[src/pfk_pkg.sv]
// Point pair feature key: shared widths, constants, types and the CORDIC
// arctangent table. Used by every module of the block.
`timescale 1ns / 1ps
`default_nettype none
package pfk_pkg;

    localparam int COORD_W         = 24;
    localparam int NORM_W          = 16;
    localparam int DIFF_W          = 25;
    localparam int SQ_W            = 50;
    localparam int LEN_W           = 25;
    localparam int DOT_W           = 42;
    localparam int MAG_W           = 41;
    localparam int DOT12_W         = 33;
    localparam int COS_W           = 16;
    localparam int COSQ_W          = 15;
    localparam int ANG_W           = 16;
    localparam int DSTEP_W         = 23;
    localparam int ASTEP_W         = 16;
    localparam int KEY_W           = 32;
    localparam int LANE_W          = 8;
    localparam int NLANES          = 4;
    localparam int APB_W           = 32;
    localparam int PADDR_W         = 3;
    localparam int SQRT_STEPS      = 25;
    localparam int ASQ_W           = 29;
    localparam int ACOS_SQRT_STEPS = 15;
    localparam int CORDIC_STEPS    = 15;
    localparam int CORDIC_GUARD    = 8;
    localparam int CORDIC_W        = 27;
    localparam int ZACC_W          = 18;
    localparam int ACOS_LAT        = 1 + ACOS_SQRT_STEPS + CORDIC_STEPS + 1;
    localparam int FRONT_STAGES    = 3;
    localparam int QDEPTH          = 4;
    localparam int ONE_Q14         = 16384;
    localparam int HALF_PI_Q14     = 25736;
    localparam int PI_Q14          = 51472;

    localparam logic [DSTEP_W-1:0] DSTEP_RESET = 23'd3277;
    localparam logic [ASTEP_W-1:0] ASTEP_RESET = 16'd1716;

    typedef enum logic [0:0] {
        REG_DIST_STEP  = 1'b0,
        REG_ANGLE_STEP = 1'b1
    } t_reg_idx;

    typedef struct packed {
        logic signed [COORD_W-1:0] ref_x;
        logic signed [COORD_W-1:0] ref_y;
        logic signed [COORD_W-1:0] ref_z;
        logic signed [NORM_W-1:0]  ref_nx;
        logic signed [NORM_W-1:0]  ref_ny;
        logic signed [NORM_W-1:0]  ref_nz;
        logic signed [COORD_W-1:0] other_x;
        logic signed [COORD_W-1:0] other_y;
        logic signed [COORD_W-1:0] other_z;
        logic signed [NORM_W-1:0]  other_nx;
        logic signed [NORM_W-1:0]  other_ny;
        logic signed [NORM_W-1:0]  other_nz;
    } t_pair_in;

    typedef struct packed {
        logic [SQ_W-1:0]           sq;
        logic signed [DOT_W-1:0]   dot1;
        logic signed [DOT_W-1:0]   dot2;
        logic signed [DOT12_W-1:0] dot12;
    } t_pair_sums;

    function automatic logic [13:0] atan_q14(input logic [3:0] idx);
        logic [13:0] v;
        unique case (idx)
            4'd0:    v = 14'd12868;
            4'd1:    v = 14'd7596;
            4'd2:    v = 14'd4014;
            4'd3:    v = 14'd2037;
            4'd4:    v = 14'd1023;
            4'd5:    v = 14'd512;
            4'd6:    v = 14'd256;
            4'd7:    v = 14'd128;
            4'd8:    v = 14'd64;
            4'd9:    v = 14'd32;
            4'd10:   v = 14'd16;
            4'd11:   v = 14'd8;
            4'd12:   v = 14'd4;
            4'd13:   v = 14'd2;
            4'd14:   v = 14'd1;
            default: v = 14'd0;
        endcase
        return v;
    endfunction

endpackage
`default_nettype wire

[src/pfk_fifo.sv]
// Short queue of partial sums between front and back end.
// Depends on pfk_pkg for the entry type.
`timescale 1ns / 1ps
`default_nettype none
module pfk_fifo #(
    parameter int DEPTH = 4
) (
    input  wire logic                 i_clk,
    input  wire logic                 i_rst_n,
    input  wire logic                 i_push,
    input  wire pfk_pkg::t_pair_sums  i_data,
    input  wire logic                 i_pop,
    output logic                      o_valid,
    output pfk_pkg::t_pair_sums       o_data,
    output logic [$clog2(DEPTH+1)-1:0] o_count
);
    import pfk_pkg::*;

    localparam int PTR_W = (DEPTH > 1) ? $clog2(DEPTH) : 1;
    localparam int CNT_W = $clog2(DEPTH + 1);

    t_pair_sums       r_mem [DEPTH];
    logic [PTR_W-1:0] r_wr;
    logic [PTR_W-1:0] r_rd;
    logic [CNT_W-1:0] r_count;

    always_ff @(posedge i_clk) begin
        if (!i_rst_n) begin
            r_wr    <= '0;
            r_rd    <= '0;
            r_count <= '0;
        end else begin
            if (i_push) begin
                r_wr <= (r_wr == PTR_W'(DEPTH - 1)) ? '0 : r_wr + 1'b1;
            end
            if (i_pop) begin
                r_rd <= (r_rd == PTR_W'(DEPTH - 1)) ? '0 : r_rd + 1'b1;
            end
            if (i_push && !i_pop) begin
                r_count <= r_count + 1'b1;
            end else if (!i_push && i_pop) begin
                r_count <= r_count - 1'b1;
            end
        end
        if (i_push) begin
            r_mem[r_wr] <= i_data;
        end
    end

    assign o_valid = (r_count != '0);
    assign o_data  = r_mem[r_rd];
    assign o_count = r_count;

    a_no_overflow: assert property (@(posedge i_clk) disable iff (!i_rst_n)
        !(i_push && (r_count == CNT_W'(DEPTH))))
        else $error("queue written while full");
    a_no_underflow: assert property (@(posedge i_clk) disable iff (!i_rst_n)
        i_pop |-> (r_count != '0))
        else $error("queue read while empty");
    a_count_up: assert property (@(posedge i_clk) disable iff (!i_rst_n)
        (i_push && !i_pop) |=> (r_count == $past(r_count) + 1'b1))
        else $error("queue count did not advance on push");

endmodule
`default_nettype wire

[config.mk]
export PLATFORM = sky130hd
export DESIGN_NAME = pfk_fifo
export DESIGN_NICKNAME = d
export VERILOG_FILES = /design/src/pfk_pkg.sv /design/src/pfk_fifo.sv
export SDC_FILE = /design/constraint.sdc
export NUM_CORES = 1
export LEC_CHECK = 0
export BUFFER_PORTS_ARGS = -buffer_cell sky130_fd_sc_hd__buf_2
export CORE_ASPECT_RATIO = 1.25
export CORE_MARGIN = 10
export CORE_UTILIZATION = 61
export CTS_BUF_LIST = sky130_fd_sc_hd__clkbuf_16
export CTS_CLUSTER_DIAMETER = 60
export CTS_CLUSTER_SIZE = 28
export DETAILED_ROUTE_END_ITERATION = 8
export GPL_TIMING_DRIVEN = 1
export PLACE_DENSITY = 0.88
export RECOVER_POWER = 25
export SLEW_MARGIN = 20
export SYNTH_ARGS = -nofsm -noshare
export SYNTH_HDL_FRONTEND = slang
export SYNTH_SLANG_ARGS = --single-unit
[constraint.sdc]
create_clock -name i_clk -period 11.9 [get_ports i_clk]
set_input_delay 0 -clock i_clk [delete_from_list [all_inputs] [get_ports i_clk]]
set_output_delay 0 -clock i_clk [all_outputs]
set_load 0.01 [all_outputs]
# Word level (Yosys, flattened, before mapping)
# Memories as Yosys holds them, arrays and structs flattened. A register that Yosys moved wholly into a read port is not among the register bits.
# Cells that the tools add are included.
# Widths: inputs -> output; s select.
# word_totals
regBits	7
ramBits	668
in_bits	171
out_inout_bits	171
word_cells	24
memories	1
# mem_list
name	depth	word_bits	rd	rd_clocked_by_memory_dff	write_ports	line_no	rtl
r_mem	4	167	1	1	1	pfk_fifo.sv:22	t_pair_sums r_mem [DEPTH];
# op_classes
n_addsub	4
eq_ne	2
muxes	8
reduce_logical	6
# op_table
cell	count
$mux 2	4
$mux 3	2
$add 2x1->2 const B	2
$eq 2x2->1 const B	2
$add 3x1->3 const B	1
$reduce_bool 3->1	1
$sub 3x1->3 const B	1
$logic_and 1x1->1	2
$logic_not 1->1	2
$mux 1	2
$reduce_bool 2->1	1

# Logic depth before layout (Yosys ltp)
# Gate-level depths: netlist of run 1.
# logic_depth
ltp_word	4
depth_mapped	7
depth_no_buf	7

# Worst setup path after synthesis of run 1
# Ideal clock, no wire load.
# synth_path
kind	reg-to-reg
from	register r_wr[0]
to	memory r_mem[0][0] (netlist name), enable pin
arrival_ns	4.353
required_ns	11.354
slack_ns	7.001
path_stages_with_launch	4
n_path_buf	0
path_cell_list	dfxtp_1 > inv_1 > ha_1 > and2_1
# synth_lines
item	line_no	rtl
start, declared	pfk_fifo.sv:23	logic [PTR_W-1:0] r_wr;
start signal, assigned	pfk_fifo.sv:34	r_wr <= (r_wr == PTR_W'(DEPTH - 1)) ? '0 : r_wr + 1'b1;
end, declared	pfk_fifo.sv:22	
# No word-level cell before the write port.

==> flow_metrics.env, run 1 <==
export IMPL_place_inst=1736
export IMPL_finalSetupViolCount=0
export IMPL_fillers=2170
export IMPL_grt_pass1_vias=12900
export IMPL_critPathLaunchType="flop"
export IMPL_layout_cells_most_common="edfxtp_1"
export IMPL_worstPathArrival_ps=3880
export IMPL_io_pins=342
export IMPL_htreeDepth=1
export IMPL_cts_buffers=31
export IMPL_grtUsageTotal=0.233
export IMPL_vias_per_cell=6.09
export IMPL_drtPass1Iterations=5
export IMPL_powerDensity_nw_per_um2=155
export IMPL_synth_warnings=0
export IMPL_worst_slew_pin_transition_ps=1080
export IMPL_cp_max_fo=61
export IMPL_required_ps=11900
export IMPL_clock_latency_ps=600
export IMPL_grt_pass1_wl_um=84200
export IMPL_syn_area_um2=24600
export IMPL_reg2reg_to="r_mem[2][140]$_DFFE_PP_"
export IMPL_endpoint_kind="output pin"
export IMPL_layout_drive_gt1_share=0.323
export IMPL_drv_slew=0
export IMPL_hp_class="primary input to flop"
export IMPL_drt_iter0_markers=1095
export IMPL_synth_seq_area_share=0.823
export IMPL_rsz0062_at_grt="false"
export IMPL_hp_start="i_data[109]"
export IMPL_maxCapViolCount=0
export IMPL_reg2reg_from="r_wr[0]$_SDFFE_PN0P_"
export IMPL_grt_max_degree=74
export IMPL_cts_root_buf="clkbuf_16"
export IMPL_drc=0
export IMPL_final_cell_mix="668 x edfxtp_1, 238 x buf_2, 171 x dlygate4sd3_1, 167 x mux4_2, 103 x clkbuf_1"
export IMPL_synth_seq_cells=677
export IMPL_regToRegSetupSlack_ps=9380
export IMPL_ys_types=21
export IMPL_vdd_ir_drop_max_mv=0.185
export IMPL_final_cells=1967
export IMPL_period_needed_ps=3880
export IMPL_status="finished clean"
export IMPL_die_w_um=200
export IMPL_finish_utilization=0.733
export IMPL_fin_tns_setup_ps=0
export IMPL_antenna_found_initial=6
export IMPL_avgSynthCellArea_um2=26.9
export IMPL_min_period_over_period=0.326
export IMPL_gp_congestion=0.764
export IMPL_wire_per_inst_um=28.7
export IMPL_synthesis_nets=1094
export IMPL_syn_inst=916
export IMPL_hold_path_end="r_mem[2][109]$_DFFE_PP_"
export IMPL_cts_tree="yes"
export IMPL_totalWireLength_um=56500
export IMPL_fin_skew_ps=13.6
export IMPL_reg2reg_depth=4
export IMPL_fp_dieArea_um2=48800
export IMPL_chipHeight_um=245
export IMPL_fp_coreArea_um2=40000
export IMPL_clk_pin_slew_ps=100
export IMPL_fin_nets=1614
export IMPL_num_rows=82
export IMPL_hold_viol=0
export IMPL_holdPathStages=2
export IMPL_cts_sinks=677
export IMPL_place_port_buffers=341
export IMPL_dp_hpwl_um=31800
export IMPL_area_growth_pct=19.3
export IMPL_via_count=12000
export IMPL_crit_type="flop to output pin"
export IMPL_maxSlewHeadroom=0.277
export IMPL_leakage_nw=9.62
export IMPL_max_clock_path_buffers=3
export IMPL_ant_nets=0
export IMPL_post_cts_buffers=0
export IMPL_fmax_mhz=258
export IMPL_grt_overflow=0
export IMPL_initial_core_util=0.615
[cell families after synthesis]
kind of cell / after synthesis / synth area share
flops: 677 / 0.823
mux: 171 / 0.155
buf+inv: 42 / 0.0139
simple gates: 14 / 0.00341
fa+ha+maj: 7 / 0.00387
compound gates: 3 / 0.000814
xor+xnor: 2 / 0.000712
[power by group]
part	switching, mW	internal, mW	leakage, nW
clock	0.718	0.558	0.518
combinational	0.267	0.222	2.89
sequential	0.0410	2.73	6.21
total	1.03	3.51	9.62
[area by class of cell]
class | instances | area (um2) | area share
antenna | 7 | 17.5 | 0.000597
clock buffer | 31 | 776 | 0.0264
clock inverter | 22 | 233 | 0.00793
inverter | 4 | 15.0 | 0.000512
multi-input combinational | 197 | 4030 | 0.137
sequential | 677 | 20200 | 0.690
tap | 504 | 631 | 0.0215
timing repair buffer | 525 | 3390 | 0.116
[worst max-delay path, cell delays in order (launching register included)]
cell,delay [ps]
dfxtp_4,850
buf_4,840
buf_4,840
mux4_2,470
buf_2,170
[what timing repair did]
item | in CTS | in global routing
resized for setup | 0 | 0
hold buffers | 171 | 0
hold endpoints to repair | 677 | 0
[cells in the mapped netlist]
library cell	n	area share
mux2i_1	4	0.0016
a21boi_0	1	0.00031
clkbuf_1	4	0.00061
edfxtp_1	668	0.82
or3_1	2	0.00051
nor2_1	1	0.00015
mux4_2	167	0.15
o21ai_0	1	0.00020
ha_1	6	0.0031
dfxtp_1	9	0.0073
nor3_1	1	0.00020
inv_1	4	0.00061
buf_2	18	0.0037
and2_1	5	0.0013
xor2_1	1	0.00036
o21a_1	1	0.00031
nor2b_1	5	0.0013
fa_1	1	0.00081
buf_8	11	0.0067
buf_6	5	0.0023
xnor2_1	1	0.00036
[worst max path at each step]
| stage | to | start | cells past startpoint | slack [ps] |
|---|---|---|---|---|
| final | o_data[75] | flop | 4 | 8020 |
| after global routing | o_data[36] | flop | 4 | 7860 |
| after CTS | o_data[94] | flop | 4 | 7830 |
| after detailed placement | o_data[94] | flop | 4 | 8490 |
| after global placement | o_data[99] | flop | 4 | 8470 |
| after floorplan | r_mem[0][0]$_DFFE_PP_ | r_wr[0]$_SDFFE_PN0P_ | 3 | 7000 |
[registers in the layout, indices dropped and copies added, names as in the netlist, named ones only]
signal	flops
o_count	3
r_rd	2
r_mem	668
r_wr	2
[metal layers]
metal / vias up / wire length (um) / GRT usage
li1: 4995 / - / -
met1: 6271 / 19400 / 0.279
met2: 600 / 31100 / 0.414
met3: 112 / 4140 / 0.0431
met4: 0 / 1910 / 0.0803
met5: - / 0 / 0
[through the flow]
step | worst slack [ps] | hold WS (ps) | cell area (um2) | power [mW]
after floorplan | 7000 | 98.9 | 24600 | 3.07
after detailed placement | 8490 | 214 | 26700 | 3.26
final | 8020 | 184 | 29300 | 4.54
after global placement | 8470 | 210 | 26700 | 3.24
after global routing | 7860 | 189 | 29300 | 4.67
after CTS | 7830 | 111 | 29400 | 4.54
(Power assumes the default switching activity.)
==> run 2, diff against run 1 <==
CORE_UTILIZATION = 51   (was 61)
PLACE_DENSITY = 0.79   (was 0.88)
clock period = 3.23 ns   (was 11.9 ns; I/O delays follow)
==> run 2 against run 1 <==
Against the previous run:
- power rose to 3.9 times the previous value
- global-route usage fell by 4.4 points
- highest routed layer is now met5
- cell count increased by 8.1%
- non-clock buffer count increased by 15
- register-to-register slack worse by 8100 ps
- clock skew increased by 8.1 ps
- sequential share of layout area decreased by 1.8 points
- combinational power rose to 3.8 times the previous value
- clock power rose to 4.3 times the previous value
- routed wire length shrank 4.2%
- die area rose by 18%
- sequential power rose to 3.7 times the previous value
==> flow_metrics.env, run 2 (synthesized netlist as in run 1, its figures left out) <==
export IMPL_fp_dieArea_um2=57500
export IMPL_crit_type="flop to output pin"
export IMPL_power_mw=17.5
export IMPL_antenna_found_initial=6
export IMPL_cts_root_buf="clkbuf_16"
export IMPL_worstPathArrival_ps=2410
export IMPL_rsz0062_at_grt="false"
export IMPL_final_cell_mix="668 x edfxtp_1, 239 x buf_2, 170 x dlygate4sd3_1, 167 x mux4_2, 102 x clkbuf_1"
export IMPL_powerDensity_nw_per_um2=580
export IMPL_endpoint_kind="output pin"
export IMPL_vdd_ir_drop_max_mv=0.561
export IMPL_num_rows=89
export IMPL_fp_coreArea_um2=47400
export IMPL_chipHeight_um=266
export IMPL_fin_ws_ps=816
export IMPL_holdPathStages=2
export IMPL_fin_tns_setup_ps=0
export IMPL_dp_hpwl_um=33500
export IMPL_htreeDepth=2
export IMPL_fmax_mhz=414
export IMPL_wire_per_inst_um=25.5
export IMPL_drt_iter0_markers=853
export IMPL_period_needed_ps=2410
export IMPL_clkPwrFrac=0.312
export IMPL_ant_nets=0
export IMPL_finish_utilization=0.635
export IMPL_hold_viol=0
export IMPL_finalSetupViolCount=0
export IMPL_min_period_over_period=0.747
export IMPL_grt_max_degree=77
export IMPL_grt_pass1_wl_um=81800
export IMPL_drv_slew=0
export IMPL_largest_register="r_mem"
export IMPL_fin_nets=1635
export IMPL_maxCapViolCount=0
export IMPL_leakage_nw=9.89
export IMPL_largest_reg_flops=668
export IMPL_grtUsageTotal=0.188
export IMPL_power_frac_seq=0.582
export IMPL_reg2reg_depth=3
export IMPL_internal_power_mw=13.4
export IMPL_cts_buffers=37
export IMPL_drc=0
export IMPL_cts_hold_buf=170
export IMPL_die_w_um=216
export IMPL_required_ps=3230
export IMPL_p_sw_frac=0.231
export IMPL_hp_class="primary input to flop"
export IMPL_cts_tree="yes"
export IMPL_grt_pass1_vias=12800
export IMPL_status="finished clean"
export IMPL_maxSlewHeadroom=0.475
export IMPL_layout_drive_gt1_share=0.338
export IMPL_vias_per_cell=5.51
export IMPL_clock_latency_ps=580
export IMPL_dpl_worst_slack_ps=1220
export IMPL_gp_congestion=0.794
export IMPL_max_clock_path_buffers=3
export IMPL_place_port_buffers=341
export IMPL_post_cts_buffers=0
export IMPL_cp_max_fo=32
export IMPL_via_count=11700
export IMPL_clk_pin_slew_ps=100
export IMPL_cts_resized=0
export IMPL_cts_sinks=677
export IMPL_drtPass1Iterations=5
export IMPL_worst_slew_pin_transition_ps=788
export IMPL_grt_overflow=0
export IMPL_comb_power_share=0.106
export IMPL_totalWireLength_um=54200
export IMPL_area_growth_pct=22.5
export IMPL_fin_skew_ps=21.7
export IMPL_initial_core_util=0.519
export IMPL_critPathLaunchType="flop"
export IMPL_layout_cells_most_common="edfxtp_1"
export IMPL_netSwitchingPower_mw=4.03
export IMPL_io_pins=342
[run 2: cell count changes in the layout (fill, tap and decap cells not counted), sizes merged]
cell	change
clkbuf	+7
clkinv	+5
dlygate4sd3	-1
diode	-1
buf	+17
inv	+1
bufinv	-1
[run 2: routing by layer]
layer / GRT usage / wire, um
met1: 0.221 / 19300
met2: 0.335 / 29700
met3: 0.0377 / 3080
met4: 0.0763 / 2050
met5: 0 / 27
[run 2: area by class of cell]
type	instances	area, um2
clock buffer	39	976
fill	3187	17300
timing repair buffer	540	3710
antenna	6	15.0
tap	637	797
clock inverter	27	350
inverter	4	15.0
multi-input combinational	197	4030
sequential	677	20200
[run 2: final timing paths]
check,to,start,slack (ps)
max reg2reg,r_mem[3][67]$_DFFE_PP_,r_wr[0]$_SDFFE_PN0P_,1250
min,r_mem[2][67]$_DFFE_PP_,i_data[67],190
max,o_data[33],flop,820
min reg2reg,flop,r_rd[1]$_SDFFE_PN0P_,570
[run 2: metrics by stage]
step                instance area (um2)  std cells  hold slack (ps)
floorplan                         24600        916             98.9
global placement                  27200       1885              210
detailed placement                27200       1885              215
CTS                               30300       2121              128
global route                      30100       2125              196
finish                            30100       2127              194
[run 2: power groups by stage]
stage               logic, mW  clock network, mW  registers, mW
floorplan               0.945                  0           10.3
global placement         1.67                  0           10.3
detailed placement       1.70                  0           10.4
CTS                      1.89               5.57           10.2
global route             1.97               5.89           10.2
finish                   1.84               5.45           10.2
[run 2: critical path: stages, from the launching register on]
cell and delay [ps]:
dfxtp_4 680, buf_12 320, mux4_2 600, buf_2 170
==> run 3, diff against run 2 <==
ABC_AREA = 1   (was unset)
CORE_UTILIZATION = 57   (was 51)
PLACE_DENSITY = 0.83   (was 0.79)
clock period = 2.3 ns   (was 3.23 ns; I/O delays follow)
==> run 3 against run 2 <==
Against the previous run:
- cell count grew 30%
- via count up 42%
- largest power group unchanged
- highest routed layer unchanged
- routed wire length up 20%
- clock skew increased by 3.6 ps
- sequential share of layout area shrank 0.72 points
- sequential power is 39% higher
- design area up 1.1%
==> flow_metrics.env, run 3 <==
export IMPL_status="finished clean"
export IMPL_fin_skew_ps=25.3
export IMPL_die_w_um=208
export IMPL_fp_coreArea_um2=43900
export IMPL_seqCellArea_um2=20200
export IMPL_grtUsageTotal=0.231
export IMPL_io_pins=342
export IMPL_antenna_found_initial=9
export IMPL_ys_flop_type="edfxtp_1"
export IMPL_reg2reg_depth=6
export IMPL_crit_type="flop to output pin"
export IMPL_syn_area_um2=25100
export IMPL_leakage_nw=10.4
export IMPL_finish_utilization=0.694
export IMPL_drt_iter0_markers=1580
export IMPL_area_growth_pct=21.2
export IMPL_gp_congestion=0.803
export IMPL_grt_max_degree=138
export IMPL_fin_area_um2=30500
export IMPL_worstPathArrival_ps=2290
export IMPL_synthesis_nets=1851
export IMPL_hp_class="primary input to flop"
export IMPL_ys_types=22
export IMPL_synth_most_common_cell="edfxtp_1"
export IMPL_synth_edf_count=668
export IMPL_reg2reg_to="r_mem[0][111]$_DFFE_PP_"
export IMPL_hp_start="i_data[32]"
export IMPL_via_count=16700
export IMPL_grt_overflow=0
export IMPL_fmax_mhz=436
export IMPL_cts_sinks=677
export IMPL_max_clock_path_buffers=3
export IMPL_final_cells=2762
export IMPL_synth_commonest_cells="668 x edfxtp_1, 343 x nor2_1, 237 x o21ai_0"
export IMPL_clock_latency_ps=570
export IMPL_ant_nets=0
export IMPL_grt_pass1_wl_um=96400
export IMPL_dp_hpwl_um=37100
export IMPL_required_ps=2300
export IMPL_htreeDepth=2
export IMPL_fin_ws_ps=5.55
export IMPL_powerDensity_nw_per_um2=803
export IMPL_synth_seq_cells=677
export IMPL_largest_reg_flops=668
export IMPL_cts_buffers=34
export IMPL_synth_top_cell_area_share=0.798
export IMPL_fin_nets=2341
export IMPL_multiInputGateArea_um2=4210
export IMPL_chipHeight_um=255
export IMPL_postSynth_asyncResetShare=0
export IMPL_synth_warnings=0
export IMPL_finalSetupViolCount=0
export IMPL_period_needed_ps=2290
export IMPL_maxSlewHeadroom=0.601
export IMPL_synth_seq_area_share=0.805
export IMPL_drv_slew=0
export IMPL_vias_per_cell=6.03
export IMPL_layout_drive_gt1_share=0.167
export IMPL_synth_area_top_cells="edfxtp_1 80%, nor2_1 5.1%, o21ai_0 4.7%"
export IMPL_grt_pass1_vias=16800
export IMPL_drc=0
export IMPL_fp_dieArea_um2=53000
export IMPL_totalWireLength_um=65100
export IMPL_dpl_worst_slack_ps=495
export IMPL_worst_slew_pin_transition_ps=599
export IMPL_final_cell_mix="668 x edfxtp_1, 343 x nor2_1, 243 x buf_2, 237 x o21ai_0, 170 x dlygate4sd3_1"
export IMPL_num_rows=86
export IMPL_regToRegSetupSlack_ps=600
export IMPL_initial_core_util=0.573
export IMPL_critPathLaunchType="flop"
export IMPL_cts_root_buf="clkbuf_16"
export IMPL_dpl_cell_area_um2=27600
export IMPL_avgSynthCellArea_um2=15.0
export IMPL_hold_viol=0
export IMPL_largest_register="r_mem"
export IMPL_drtPass1Iterations=5
export IMPL_fillers=2755
export IMPL_syn_inst=1673
export IMPL_maxCapViolCount=0
export IMPL_vdd_ir_drop_max_mv=0.918
export IMPL_place_port_buffers=341
export IMPL_fin_tns_setup_ps=0
export IMPL_cts_tree="yes"
export IMPL_min_period_over_period=0.998
export IMPL_holdPathStages=2
export IMPL_yosysTopAreaCell="edfxtp_1"
export IMPL_endpoint_kind="output pin"
export IMPL_clk_pin_slew_ps=100
export IMPL_layout_cells_most_common="edfxtp_1"
export IMPL_reg2reg_from="r_wr[0]$_SDFFE_PN0P_"
export IMPL_worst_hold_slack_ps=216
export IMPL_power_mw=24.5
export IMPL_cp_max_fo=110
export IMPL_wire_per_inst_um=23.6
export IMPL_place_inst=2518
export IMPL_hold_path_end="r_mem[1][32]$_DFFE_PP_"
-- run 3: cell types whose count changed after synthesis, moves of 26 or more --
cell and change:
mux4_2 -167, o21ai_0 +236, nor2_1 +342, o21ai_1 +100, o22ai_1 +167, buf_2 +26
-- run 3: critical path, stage by stage (launching register included) --
cell	delay (ps)
dfxtp_4	490
buf_16	320
o21ai_0	240
o22ai_1	330
buf_2	200
-- run 3: cells by family after synthesis --
group | after synthesis | synth area share
AND/OR/NAND/NOR | 356 | 0.0534
adder cells (fa/ha/maj) | 7 | 0.00378
flip-flops | 677 | 0.805
XOR/XNOR | 1 | 0.000348
buffers and inverters | 125 | 0.0284
AO/OA/AOI/OAI | 507 | 0.109
-- run 3: worst max-delay path by stage --
stage	startpoint	endpoint	slack (ps)	cells past startpoint
5_1_grt	flop	o_data[70]	-10	4
6_report	flop	o_data[70]	6	4
2_1_floorplan	r_wr[0]$_SDFFE_PN0P_	r_mem[0][0]$_DFFE_PP_	-1190	4
3_3_place_gp	flop	o_data[93]	560	4
4_1_cts	flop	o_data[17]	-80	4
3_5_place_dp	flop	o_data[70]	500	4
-- run 3: where the power goes --
part | total (mW) | leakage (nW) | switching (mW) | internal (mW)
Clock | 7.14 | 0.559 | 3.87 | 3.28
Combinational | 3.09 | 3.64 | 1.98 | 1.10
Sequential | 14.2 | 6.21 | 0.146 | 14.1
-- run 3: cell type report --
type | count | area share
clock buffers | 37 | 0.0304
diodes | 11 | 0.000903
repair buffers | 563 | 0.133
well taps | 572 | 0.0235
clock inverters | 15 | 0.00698
multi-input cells | 871 | 0.138
inverters | 16 | 0.00296
flip-flops and latches | 677 | 0.665
-- run 3: layer usage --
layer | share of wire | track usage | wire length [um] | up-vias
met5 | 0.00011 | 0 | 7 | -
met4 | 0.036 | 0.0927 | 2320 | 2
met3 | 0.085 | 0.0491 | 5520 | 139
met2 | 0.53 | 0.415 | 34400 | 914
met1 | 0.35 | 0.267 | 22900 | 8293
li1 | - | - | - | 7313
-- run 3: repair_timing --
action	CTS	global route
pin swaps	0	0
hold buffers	170	0
endpoints found under the hold margin	677	0
gates cloned	0	1
setup endpoints to repair	21	131
buffers inserted	0	10
resized for setup	2	4
